$ cat config.mk
export PLATFORM = sky130hd
export DESIGN_NAME = first_word_substring_replace_flat
export DESIGN_NICKNAME = d
export VERILOG_FILES = /design/src/rtl/fwsr_pkg.sv /design/src/rtl/fwsr_channels.sv /design/src/rtl/fwsr_cfg.sv /design/src/rtl/fwsr_front.sv /design/src/rtl/fwsr_queue.sv /design/src/rtl/fwsr_back.sv /design/src/rtl/first_word_substring_replace.sv /design/src/flat_wrapper.sv
export VERILOG_INCLUDE_DIRS = /design/src /design/src/rtl
export SDC_FILE = /design/constraint.sdc
export NUM_CORES = 1
export LEC_CHECK = 0
export BUFFER_PORTS_ARGS = -buffer_cell sky130_fd_sc_hd__buf_2
export CORE_AREA = 5 5 321 323
export CTS_CLUSTER_DIAMETER = 100
export DETAILED_ROUTE_END_ITERATION = 8
export DIE_AREA = 0 0 326 328
export PLACE_DENSITY = 0.45
export REMOVE_ABC_BUFFERS = 1
export SYNTH_ARGS = -nofsm -noshare
export SYNTH_HDL_FRONTEND = slang
export SYNTH_SLANG_ARGS = --single-unit
$ cat constraint.sdc
create_clock -name clk -period 13.57 [get_ports clk]
set_clock_uncertainty 0.1 [all_clocks]
set_input_delay 0 -clock clk [delete_from_list [all_inputs] [get_ports clk]]
set_output_delay 0 -clock clk [all_outputs]
set_load 0.02 [all_outputs]
$ cat src/rtl/first_word_substring_replace_assert.svh
// Assertion macros used by the top level of the streaming find-and-replace block.
`ifndef FIRST_WORD_SUBSTRING_REPLACE_ASSERT_SVH
`define FIRST_WORD_SUBSTRING_REPLACE_ASSERT_SVH

// Condition that must hold at every clock edge out of reset.
`define FWSR_ASSERT_ALWAYS(label, ck, rn, cond, msg) \
  label: assert property (@(posedge ck) disable iff (!rn) (cond)) else $error(msg);

// Consequent must hold in the same cycle as the antecedent.
`define FWSR_ASSERT_IMPLY(label, ck, rn, ante, cons, msg) \
  label: assert property (@(posedge ck) disable iff (!rn) (ante) |-> (cons)) else $error(msg);

// Consequent must hold in the cycle after the antecedent.
`define FWSR_ASSERT_NEXT(label, ck, rn, ante, cons, msg) \
  label: assert property (@(posedge ck) disable iff (!rn) (ante) |=> (cons)) else $error(msg);

`endif

$ cat src/rtl/fwsr_pkg.sv
// Types and constants shared by the find-and-replace block.
package fwsr_pkg;

  localparam int REG_CHARS = 8;
  localparam int CHAR_IDX_W = 3;
  localparam logic [3:0] REG_CHARS4 = 4'd8;
  localparam logic [7:0] SPACE_CHAR = 8'h20;

  localparam int QDEPTH = 4;
  localparam int QPTR_W = 2;
  localparam int QLVL_W = 3;

  typedef enum logic [1:0] {
    REG_PAT_LEN   = 2'd0,
    REG_PAT_CHARS = 2'd1,
    REG_REP_LEN   = 2'd2,
    REG_REP_CHARS = 2'd3
  } fwsr_reg_t;

  typedef struct packed {
    logic [3:0]  pat_len;
    logic [63:0] pat_chars;
    logic [3:0]  rep_len;
    logic [63:0] rep_chars;
  } fwsr_cfg_t;

  // One queued work unit: emit chars[0..count-1], then mark the name end if last.
  typedef struct packed {
    logic [REG_CHARS-1:0][7:0] chars;
    logic [3:0]                count;
    logic                      last;
  } fwsr_cmd_t;

  typedef struct packed {
    logic [3:0] fill;
    logic       seen;
  } fwsr_front_stat_t;

  typedef struct packed {
    logic [QLVL_W-1:0] level;
    logic              full;
    logic              empty;
  } fwsr_q_stat_t;

endpackage

$ cat src/rtl/fwsr_channels.sv
// Handshake interfaces for the character input and result channels.
interface fwsr_in_if;
  logic       valid;
  logic       ready;
  logic [7:0] in_char;
  logic       name_end;

  modport source (output valid, output in_char, output name_end, input ready);
  modport sink (input valid, input in_char, input name_end, output ready);
endinterface

interface fwsr_out_if;
  logic       valid;
  logic       ready;
  logic [7:0] out_char;
  logic       char_valid;
  logic       last_of_name;

  modport source (output valid, output out_char, output char_valid,
                  output last_of_name, input ready);
  modport sink (input valid, input out_char, input char_valid,
                input last_of_name, output ready);
endinterface

$ cat src/rtl/fwsr_cfg.sv
// APB-style register file holding the pattern and replacement settings.
module fwsr_cfg (
  input  logic                clk,
  input  logic                rst_n,
  input  logic                psel,
  input  logic                penable,
  input  logic                pwrite,
  input  logic [4:0]          paddr,
  input  logic [63:0]         pwdata,
  output logic [63:0]         prdata,
  output logic                pready,
  output fwsr_pkg::fwsr_cfg_t cfg
);
  import fwsr_pkg::*;

  logic [3:0]  pat_len_r;
  logic [63:0] pat_chars_r;
  logic [3:0]  rep_len_r;
  logic [63:0] rep_chars_r;
  logic        wr_en;
  fwsr_reg_t   reg_sel;

  assign pready  = 1'b1;
  assign wr_en   = psel & penable & pwrite;
  assign reg_sel = fwsr_reg_t'(paddr[4:3]);

  always_ff @(posedge clk) begin
    if (!rst_n) begin
      pat_len_r   <= 4'd1;
      pat_chars_r <= '0;
      rep_len_r   <= '0;
      rep_chars_r <= '0;
    end else if (wr_en) begin
      case (reg_sel)
        REG_PAT_LEN:   pat_len_r   <= pwdata[3:0];
        REG_PAT_CHARS: pat_chars_r <= pwdata;
        REG_REP_LEN:   rep_len_r   <= pwdata[3:0];
        REG_REP_CHARS: rep_chars_r <= pwdata;
        default: ;
      endcase
    end
  end

  always_comb begin
    case (reg_sel)
      REG_PAT_LEN:   prdata = {60'd0, pat_len_r};
      REG_PAT_CHARS: prdata = pat_chars_r;
      REG_REP_LEN:   prdata = {60'd0, rep_len_r};
      REG_REP_CHARS: prdata = rep_chars_r;
      default:       prdata = '0;
    endcase
  end

  assign cfg.pat_len   = pat_len_r;
  assign cfg.pat_chars = pat_chars_r;
  assign cfg.rep_len   = rep_len_r;
  assign cfg.rep_chars = rep_chars_r;

endmodule

$ cat src/rtl/fwsr_front.sv
// Front end: matches each character against the pattern and queues the output it causes.
module fwsr_front #(
  parameter int PAT_CAP = 8
) (
  input  logic                       clk,
  input  logic                       rst_n,
  input  logic                       accept,
  input  logic [7:0]                 in_char,
  input  logic                       name_end,
  input  fwsr_pkg::fwsr_cfg_t        cfg,
  output fwsr_pkg::fwsr_cmd_t        cmd,
  output logic                       cmd_push,
  output fwsr_pkg::fwsr_front_stat_t stat
);
  import fwsr_pkg::*;

  localparam int FILL_W = $clog2(PAT_CAP + 1);
  localparam int IDX_W  = (PAT_CAP > 1) ? $clog2(PAT_CAP) : 1;
  localparam logic [3:0] CAP4 = 4'(PAT_CAP);

  logic [7:0]        win_r [PAT_CAP];
  logic [7:0]        win_nxt [PAT_CAP];
  logic [FILL_W-1:0] fill_r, fill_nxt;
  logic              seen_r, seen_nxt;
  logic              done_r, done_nxt;

  logic [3:0]        plen, rlen;
  logic [FILL_W-1:0] plen_f, f;
  logic [7:0]        w [PAT_CAP];
  logic [FILL_W-1:0] lens [PAT_CAP];
  logic [PAT_CAP-1:0] stop, is_sp, is_rep;
  logic              all_ok, pre;
  logic [IDX_W-1:0]  sel;
  logic              found, take_rep, hold;

  always_comb begin
    plen = cfg.pat_len;
    if (plen == 4'd0) begin
      plen = 4'd1;
    end else if (plen > CAP4) begin
      plen = CAP4;
    end
    rlen   = (cfg.rep_len > REG_CHARS4) ? REG_CHARS4 : cfg.rep_len;
    plen_f = FILL_W'(plen);
    f      = fill_r + FILL_W'(1);

    // Held characters followed by the new one.
    for (int j = 0; j < PAT_CAP; j++) begin
      w[j] = (FILL_W'(j) < fill_r) ? win_r[j] : in_char;
    end

    // For every start offset: does a space or a (possibly complete) match begin there?
    for (int d = 0; d < PAT_CAP; d++) begin
      lens[d] = f - FILL_W'(d);
      all_ok  = 1'b1;
      for (int k = 0; k < PAT_CAP; k++) begin
        if (d + k < PAT_CAP) begin
          if (FILL_W'(d + k) < f && w[d + k] != cfg.pat_chars[8*k +: 8]) begin
            all_ok = 1'b0;
          end
        end
      end
      is_sp[d]  = (FILL_W'(d) < f) && (w[d] == SPACE_CHAR);
      pre       = (FILL_W'(d) < f) && (lens[d] <= plen_f) && all_ok;
      is_rep[d] = pre && (d == 0) && (lens[d] == plen_f);
      stop[d]   = is_sp[d] || (pre && (lens[d] < plen_f)) || is_rep[d];
    end

    found = 1'b0;
    sel   = '0;
    for (int d = PAT_CAP - 1; d >= 0; d--) begin
      if (stop[d]) begin
        found = 1'b1;
        sel   = IDX_W'(d);
      end
    end
    take_rep = found && !is_sp[sel] && is_rep[sel];
    hold     = found && !is_sp[sel] && !is_rep[sel];

    for (int j = 0; j < REG_CHARS; j++) begin
      cmd.chars[j] = (j < PAT_CAP) ? w[j] : 8'd0;
    end
    cmd.count = 4'd1;
    cmd.last  = name_end;
    win_nxt   = win_r;
    fill_nxt  = fill_r;
    seen_nxt  = seen_r;
    done_nxt  = done_r;

    if (!seen_r || done_r) begin
      // First character of a name, or scanning already over: pass through.
      seen_nxt = 1'b1;
    end else if (take_rep) begin
      for (int j = 0; j < REG_CHARS; j++) begin
        cmd.chars[j] = cfg.rep_chars[8*j +: 8];
      end
      cmd.count = rlen;
      fill_nxt  = '0;
    end else if (hold && !name_end) begin
      // Characters ahead of a partial match leave; the partial match stays held.
      cmd.count = 4'(sel);
      fill_nxt  = f - FILL_W'(sel);
      for (int j = 0; j < PAT_CAP; j++) begin
        for (int d = 0; d < PAT_CAP; d++) begin
          if (d + j < PAT_CAP && IDX_W'(d) == sel) begin
            win_nxt[j] = w[d + j];
          end
        end
      end
    end else begin
      cmd.count = 4'(f);
      fill_nxt  = '0;
      if (found && is_sp[sel]) begin
        done_nxt = 1'b1;
      end
    end

    if (name_end) begin
      fill_nxt = '0;
      seen_nxt = 1'b0;
      done_nxt = 1'b0;
    end
  end

  assign cmd_push = accept && ((cmd.count != 4'd0) || name_end);

  always_ff @(posedge clk) begin
    if (!rst_n) begin
      fill_r <= '0;
      seen_r <= 1'b0;
      done_r <= 1'b0;
    end else if (accept) begin
      fill_r <= fill_nxt;
      seen_r <= seen_nxt;
      done_r <= done_nxt;
    end
  end

  always_ff @(posedge clk) begin
    if (accept) begin
      win_r <= win_nxt;
    end
  end

  assign stat.fill = 4'(fill_r);
  assign stat.seen = seen_r;

endmodule

$ cat src/rtl/fwsr_queue.sv
// Short command queue between the matching front end and the output sequencer.
module fwsr_queue (
  input  logic                   clk,
  input  logic                   rst_n,
  input  logic                   push,
  input  fwsr_pkg::fwsr_cmd_t    wdata,
  input  logic                   pop,
  output fwsr_pkg::fwsr_cmd_t    rdata,
  output fwsr_pkg::fwsr_q_stat_t stat
);
  import fwsr_pkg::*;

  fwsr_cmd_t         mem_r [QDEPTH];
  logic [QPTR_W-1:0] wr_ptr_r, rd_ptr_r;
  logic [QLVL_W-1:0] level_r, level_nxt;

  always_comb begin
    level_nxt = level_r;
    if (push && !pop) begin
      level_nxt = level_r + QLVL_W'(1);
    end else if (pop && !push) begin
      level_nxt = level_r - QLVL_W'(1);
    end
  end

  always_ff @(posedge clk) begin
    if (!rst_n) begin
      wr_ptr_r <= '0;
      rd_ptr_r <= '0;
      level_r  <= '0;
    end else begin
      if (push) begin
        wr_ptr_r <= wr_ptr_r + QPTR_W'(1);
      end
      if (pop) begin
        rd_ptr_r <= rd_ptr_r + QPTR_W'(1);
      end
      level_r <= level_nxt;
    end
  end

  always_ff @(posedge clk) begin
    if (push) begin
      mem_r[wr_ptr_r] <= wdata;
    end
  end

  assign rdata      = mem_r[rd_ptr_r];
  assign stat.level = level_r;
  assign stat.full  = (level_r == QLVL_W'(QDEPTH));
  assign stat.empty = (level_r == '0);

endmodule

$ cat src/rtl/fwsr_back.sv
// Back end: plays out each queued command one character per transaction.
module fwsr_back (
  input  logic                clk,
  input  logic                rst_n,
  input  fwsr_pkg::fwsr_cmd_t head,
  input  logic                head_valid,
  output logic                pop,
  output logic                out_valid,
  input  logic                out_ready,
  output logic [7:0]          out_char,
  output logic                char_valid,
  output logic                last_of_name
);
  import fwsr_pkg::*;

  logic [CHAR_IDX_W-1:0] idx_r, idx_nxt;
  logic                  bare, is_final, fire;

  // A command with no characters is a bare end-of-name mark.
  assign bare     = (head.count == 4'd0);
  assign is_final = bare || ({1'b0, idx_r} == head.count - 4'd1);
  assign fire     = head_valid && out_ready;

  assign out_valid    = head_valid;
  assign out_char     = bare ? 8'd0 : head.chars[idx_r];
  assign char_valid   = !bare;
  assign last_of_name = head.last && is_final;
  assign pop          = fire && is_final;

  always_comb begin
    idx_nxt = idx_r;
    if (fire) begin
      idx_nxt = is_final ? '0 : idx_r + CHAR_IDX_W'(1);
    end
  end

  always_ff @(posedge clk) begin
    if (!rst_n) begin
      idx_r <= '0;
    end else begin
      idx_r <= idx_nxt;
    end
  end

endmodule

$ cat src/rtl/first_word_substring_replace.sv
// Top level of the streaming find-and-replace block for the first word of a name.
// Characters of a name enter on in_ch, one per transaction, with name_end on the
// final one. Character 0 and everything from the first space that could start a
// match pass through; in between, each occurrence of the pattern is replaced.
// Results leave on out_ch, one character per transaction; last_of_name marks the
// final result of a name, and a bare end mark (char_valid low) is sent when the
// name's final character produces nothing. Pattern and replacement are set over
// the APB port; the user must write them only while the block is idle (not enforced).
// The first result of a character is registered in the command queue before it is offered.
// Throughput: one character per cycle while each yields at most one result and
// out_ch does not stall; a character that releases k results holds the output
// sequencer for k transactions, and a 4-entry command queue lets input continue
// meanwhile. When out_ch stalls, the queue fills; in_ch.ready drops once it is full.
// Reset clears the queue, the held match window and the per-name state, and
// restores the registers to a one-character zero pattern and empty replacement.
module first_word_substring_replace #(
  parameter int MAX_PATTERN = 8
) (
  input  logic         clk,
  input  logic         rst_n,
  fwsr_in_if.sink      in_ch,
  fwsr_out_if.source   out_ch,
  input  logic         psel,
  input  logic         penable,
  input  logic         pwrite,
  input  logic [4:0]   paddr,
  input  logic [63:0]  pwdata,
  output logic [63:0]  prdata,
  output logic         pready
);
  import fwsr_pkg::*;

  `include "first_word_substring_replace_assert.svh"

  localparam int PAT_CAP = (MAX_PATTERN < REG_CHARS) ? MAX_PATTERN : REG_CHARS;

  fwsr_cfg_t        cfg;
  fwsr_cmd_t        cmd, head;
  fwsr_front_stat_t front_stat;
  fwsr_q_stat_t     q_stat;
  logic             in_accept, q_push, q_pop;

  assign in_ch.ready = !q_stat.full;
  assign in_accept   = in_ch.valid && in_ch.ready;

  fwsr_cfg u_cfg (
    .clk     (clk),
    .rst_n   (rst_n),
    .psel    (psel),
    .penable (penable),
    .pwrite  (pwrite),
    .paddr   (paddr),
    .pwdata  (pwdata),
    .prdata  (prdata),
    .pready  (pready),
    .cfg     (cfg)
  );

  fwsr_front #(
    .PAT_CAP (PAT_CAP)
  ) u_front (
    .clk      (clk),
    .rst_n    (rst_n),
    .accept   (in_accept),
    .in_char  (in_ch.in_char),
    .name_end (in_ch.name_end),
    .cfg      (cfg),
    .cmd      (cmd),
    .cmd_push (q_push),
    .stat     (front_stat)
  );

  fwsr_queue u_queue (
    .clk   (clk),
    .rst_n (rst_n),
    .push  (q_push),
    .wdata (cmd),
    .pop   (q_pop),
    .rdata (head),
    .stat  (q_stat)
  );

  fwsr_back u_back (
    .clk          (clk),
    .rst_n        (rst_n),
    .head         (head),
    .head_valid   (!q_stat.empty),
    .pop          (q_pop),
    .out_valid    (out_ch.valid),
    .out_ready    (out_ch.ready),
    .out_char     (out_ch.out_char),
    .char_valid   (out_ch.char_valid),
    .last_of_name (out_ch.last_of_name)
  );

  // The held partial match is always shorter than the longest pattern.
  `FWSR_ASSERT_ALWAYS(a_fill_below_cap, clk, rst_n, front_stat.fill < 4'(PAT_CAP), "window overfull")
  // The end of a name leaves no held characters and restarts at character 0.
  `FWSR_ASSERT_NEXT(a_end_clears, clk, rst_n, in_accept && in_ch.name_end, front_stat.fill == 4'd0 && !front_stat.seen, "name state not cleared")
  // A command is never pushed into a full queue.
  `FWSR_ASSERT_IMPLY(a_no_overflow, clk, rst_n, q_push, !q_stat.full, "queue overflow")
  // A bare mark only closes a name and carries a zero character.
  `FWSR_ASSERT_IMPLY(a_bare_is_last, clk, rst_n, out_ch.valid && !out_ch.char_valid, out_ch.last_of_name && out_ch.out_char == 8'd0, "bare mark not at name end")

endmodule
$ cat src/flat_wrapper.sv
// flat-port wrapper written by rule: the top's interface ports become plain ports
module first_word_substring_replace_flat import fwsr_pkg::*;
#(
  parameter int MAX_PATTERN = 8
)
  (clk, rst_n, psel, penable, pwrite, paddr, pwdata, prdata, pready, in_ch_valid, in_ch_in_char, in_ch_name_end, in_ch_ready, out_ch_valid, out_ch_out_char, out_ch_char_valid, out_ch_last_of_name, out_ch_ready);
  fwsr_in_if in_ch_i ();
  fwsr_out_if out_ch_i ();
  input  logic clk;
  input  logic rst_n;
  input  logic psel;
  input  logic penable;
  input  logic pwrite;
  input  logic [4:0] paddr;
  input  logic [63:0] pwdata;
  output logic [63:0] prdata;
  output logic pready;
  input wire logic [$bits(in_ch_i.valid)-1:0] in_ch_valid;
  input wire logic [$bits(in_ch_i.in_char)-1:0] in_ch_in_char;
  input wire logic [$bits(in_ch_i.name_end)-1:0] in_ch_name_end;
  output wire logic [$bits(in_ch_i.ready)-1:0] in_ch_ready;
  output wire logic [$bits(out_ch_i.valid)-1:0] out_ch_valid;
  output wire logic [$bits(out_ch_i.out_char)-1:0] out_ch_out_char;
  output wire logic [$bits(out_ch_i.char_valid)-1:0] out_ch_char_valid;
  output wire logic [$bits(out_ch_i.last_of_name)-1:0] out_ch_last_of_name;
  input wire logic [$bits(out_ch_i.ready)-1:0] out_ch_ready;
  assign in_ch_i.valid = in_ch_valid;
  assign in_ch_i.in_char = in_ch_in_char;
  assign in_ch_i.name_end = in_ch_name_end;
  assign in_ch_ready = in_ch_i.ready;
  assign out_ch_valid = out_ch_i.valid;
  assign out_ch_out_char = out_ch_i.out_char;
  assign out_ch_char_valid = out_ch_i.char_valid;
  assign out_ch_last_of_name = out_ch_i.last_of_name;
  assign out_ch_i.ready = out_ch_ready;
  first_word_substring_replace #(.MAX_PATTERN(MAX_PATTERN)) u_core (.clk(clk), .rst_n(rst_n), .in_ch(in_ch_i), .out_ch(out_ch_i), .psel(psel), .penable(penable), .pwrite(pwrite), .paddr(paddr), .pwdata(pwdata), .prdata(prdata), .pready(pready));
endmodule
==> flow_metrics.py <==
metrics = {
    "outcome": {
        "outcome": "finished clean",
    },
    "logic_synthesis": {
        "syn_avg_cell_area_sq_um": 10.5,
        "postSynthCellCount": 2847,
        "seq_area_frac_synth_pct": 44.7,
        "ys_ff_latch": 494,
        "ys_warn_count": 0,
        "synth_edf_count": 340,
        "netlist_area_sq_mm": 0.0298,
        "synth_cell_types": 91,
        "synth_top_flop_cell": "edfxtp_1",
        "async_reset_ff_share_pct": 0,
    },
    "final_layout": {
        "syn2layout_area_growth_pct": 16.0,
        "finalNetCount": 3101,
        "drive_gt1_share_pct": 16.4,
        "fin_area_sq_mm": 0.0345,
        "n_fill_cell": 10100,
        "regArea_sq_mm": 0.0133,
        "final_common_cell": "edfxtp_1",
        "finalNonFillerCells": 4312,
        "post-route-util_pct": 34.7,
        "layout_common_cells": "edfxtp_1 (340), nand2_1 (328), xnor2_1 (188)",
        "multiInputGateArea_sq_mm": 0.0152,
    },
    "run": {
        "max_cap_viol_count": 0,
    },
    "detailed_routing": {
        "ant_nets": 0,
        "drtPass1Iterations": 6,
        "drt_iter0_drc": 2181,
        "num_vias": 23700,
        "drc": 0,
        "wl_mm": 124,
        "avgViaCountPerCell": 5.50,
        "avgRoutedWirePerCell_microns": 28.7,
    },
    "worst_setup_path": {
        "r2r_end": "u_core.u_queue.mem_r[1][62]",
        "startpoint": "u_core.u_front.fill_r[2]",
        "end_kind": "flop",
        "crit_type": "reg2reg",
        "critPathMaxFanout": 57,
        "crit_arrival_ns": 8.77,
        "reg2reg_from": "u_core.u_front.fill_r[2]",
        "rrSetupSlack_ns": 4.95,
        "rr_worst_depth": 18,
        "endpoint": "u_core.u_queue.mem_r[1][62]",
        "crit_required_ns": 13.72,
        "startpoint_type": "flop",
    },
    "sta": {
        "slew_headroom_pct": 15.6,
        "layout_min_cycle_time_ns": 8.62,
        "tightestPinTransition_ns": 1.25,
        "setup_viol": 0,
        "slew_violations": 0,
        "hold_violations": 0,
        "setup_tns_ns": 0,
        "period_share_pct": 63.5,
        "fmax_mhz": 116,
        "rsz0062_at_grt": "no",
        "timing.hold.ws_ns": 0.0660,
    },
    "clock_network": {
        "clkSinkCount": 494,
        "htreeDepth": 2,
        "root_buffer": "clkbuf_16",
        "cts_buffers": 57,
        "cts_buffer_depth": 3,
        "cts_tree": "yes",
        "worstSkewPairLatency_ns": 0.64,
        "path_clk_slew_ns": 0.06,
    },
    "power_and_ir_drop": {
        "ir_drop_mv": 0.0977,
        "power_density_mw_per_mm2": 117,
        "p_leak_uw": 0.0122,
    },
    "floorplanning": {
        "initial_utilization_pct": 29.9,
        "fp.dieH_microns": 328,
        "num_rows": 116,
        "die_w_microns": 326,
        "dieArea_sq_mm": 0.107,
        "core_area_sq_mm": 0.0996,
        "io_pins": 162,
    },
    "worst_hold_path": {
        "holdCritPathClass": "in2reg",
    },
    "global_routing": {
        "antenna_found_initial": 3,
        "grt_max_degree": 84,
        "grtUsageTotal_pct": 22.3,
        "grt-ovfl-total": 0,
        "grt_pass1_vias": 23500,
        "grt_first_pass_wirelength_mm": 175,
    },
    "placement": {
        "place.gp.congestion": 0.972,
        "place_inst": 4125,
        "place_hpwl_mm": 87.3,
        "port_buffers": 157,
        "place_area_sq_mm": 0.0318,
    },
}
-- metrics by stage --
step                      setup slack [ns]  total power (uW)
after floorplan                       2.03              2210
after global placement                5.12              2480
after detailed placement              5.06              2490
after CTS                             5.00              4080
after global routing                  4.71              4180
final                                 4.95              4030
-- registers in the layout, summed over array words and instances (netlist names), 3 cells and up, named ones only --
| register | flops |
|---|---|
| u_core.u_cfg.pat_chars_r | 64 |
| u_core.u_cfg.rep_len_r | 4 |
| u_core.u_queue.mem_r | 276 |
| u_core.u_queue.level_r | 3 |
| u_core.u_front.win_r | 64 |
| u_core.u_back.idx_r | 3 |
| u_core.u_cfg.pat_len_r | 4 |
| u_core.u_front.fill_r | 4 |
| u_core.u_cfg.rep_chars_r | 64 |
-- worst max-delay path, cell delays in order, from the launching register on --
cell and delay, ns:
dfxtp_1 0.30, buf_4 0.31, ha_1 0.25, nand2_1 0.08
xnor2_1 0.74, inv_1 0.76, ha_1 0.62, a32oi_1 0.62
o311ai_0 0.28, o211ai_1 0.25, nor2_1 0.21, a211oi_2 0.50
and4_1 0.52, o221ai_4 0.19, and2_2 0.23, o21ai_1 0.47
o41a_1 0.54, and2_4 0.37, buf_4 0.73
-- per-layer routing --
metal	GRT usage, %	up-vias	wire (microns)
met3	3.36	218	8390
met5	0	-	34
met4	7.07	4	4410
met2	36.2	948	56900
li1	-	10500	-
met1	30.7	12100	54000
-- what timing repair did --
| action | 4_1_cts | 5_1_grt |
|---|---|---|
| hold buffers | 79 | 0 |
| setup buffers | 0 | 0 |
| hold endpoints to repair | 158 | 0 |
| resized for setup | 0 | 0 |
-- kinds of logic (layout without fill, tap and decap cells) --
group,Yosys count,in the layout,synth area share [%]
simple gates,845,845,13.8
fa+ha+maj,51,51,2.19
other cells,1,3,0.0126
buf+inv,324,489,4.46
flops,494,494,44.7
mux,290,290,13.9
xor+xnor,304,304,8.95
compound gates,538,538,12.0
-- area by class of cell --
type	instances	area share, %
Inverter	65	0.707
Multi-Input combinational cell	2029	44.1
Clock buffer	71	4.59
Timing Repair Buffer	318	6.40
Antenna cell	2	0.0145
Sequential cell	494	38.5
Clock inverter	35	0.921
Tap cell	1298	4.71
-- cell usage after synthesis (6+ instances only) --
cell type  instances  share of area, %
mux2i_2           15              0.69
nand2_1          329               4.1
buf_1             31              0.39
o221ai_1           6              0.18
mux2i_1          173               5.8
xor2_1           116               3.4
a221oi_1          12              0.35
or3_1             22              0.46
nand2b_1           6              0.13
dfxtp_1          154                10
edfxtp_1         340                34
mux2_2             9              0.34
buf_6              6              0.23
buf_2             38              0.64
nor2b_1           96               2.0
and2_1            30              0.63
o211ai_1          15              0.38
o2111ai_1          7              0.21
a31oi_1           15              0.32
a211oi_1          30              0.76
a21oi_1          185               3.1
nor4_1            60               1.3
a21o_1             9              0.23
or3b_2             8              0.24
and3_1            22              0.46
o21ai_0           52              0.87
a21boi_0         134               3.4
ha_1              49               2.1
nand4_1           30              0.63
clkbuf_1         179               2.3
nor2_1           154               1.9
nand4b_1           7              0.21
nand3_1           29              0.49
nor3_1            20              0.34
mux4_2            88               6.7
xnor2_1          188               5.5
o22ai_1            8              0.17
o21a_1             7              0.18
inv_1             64              0.81
-- worst min path at each step --
stage | start | to | depth (start not counted)
finish | psel | u_core.u_cfg.pat_len_r[1] | 5
global route | pwdata[57] | u_core.u_cfg.pat_chars_r[57] | 4
CTS | psel | u_core.u_cfg.pat_len_r[1] | 5
detailed placement | pwdata[45] | u_core.u_cfg.pat_chars_r[45] | 3
global placement | pwdata[58] | u_core.u_cfg.rep_chars_r[58] | 3
floorplan | rst_n | u_core.u_cfg.pat_len_r[0] | 1
-- power by group --
part           switching, uW  total, uW  leakage [uW]  internal, uW
combinational            408        684       0.00687           276
sequential              48.4       1780       0.00435          1740
clock                    658       1560      0.000928           903
total                   1110       4030        0.0122          2910
Note: power is estimated with default switching activity, not from simulation.
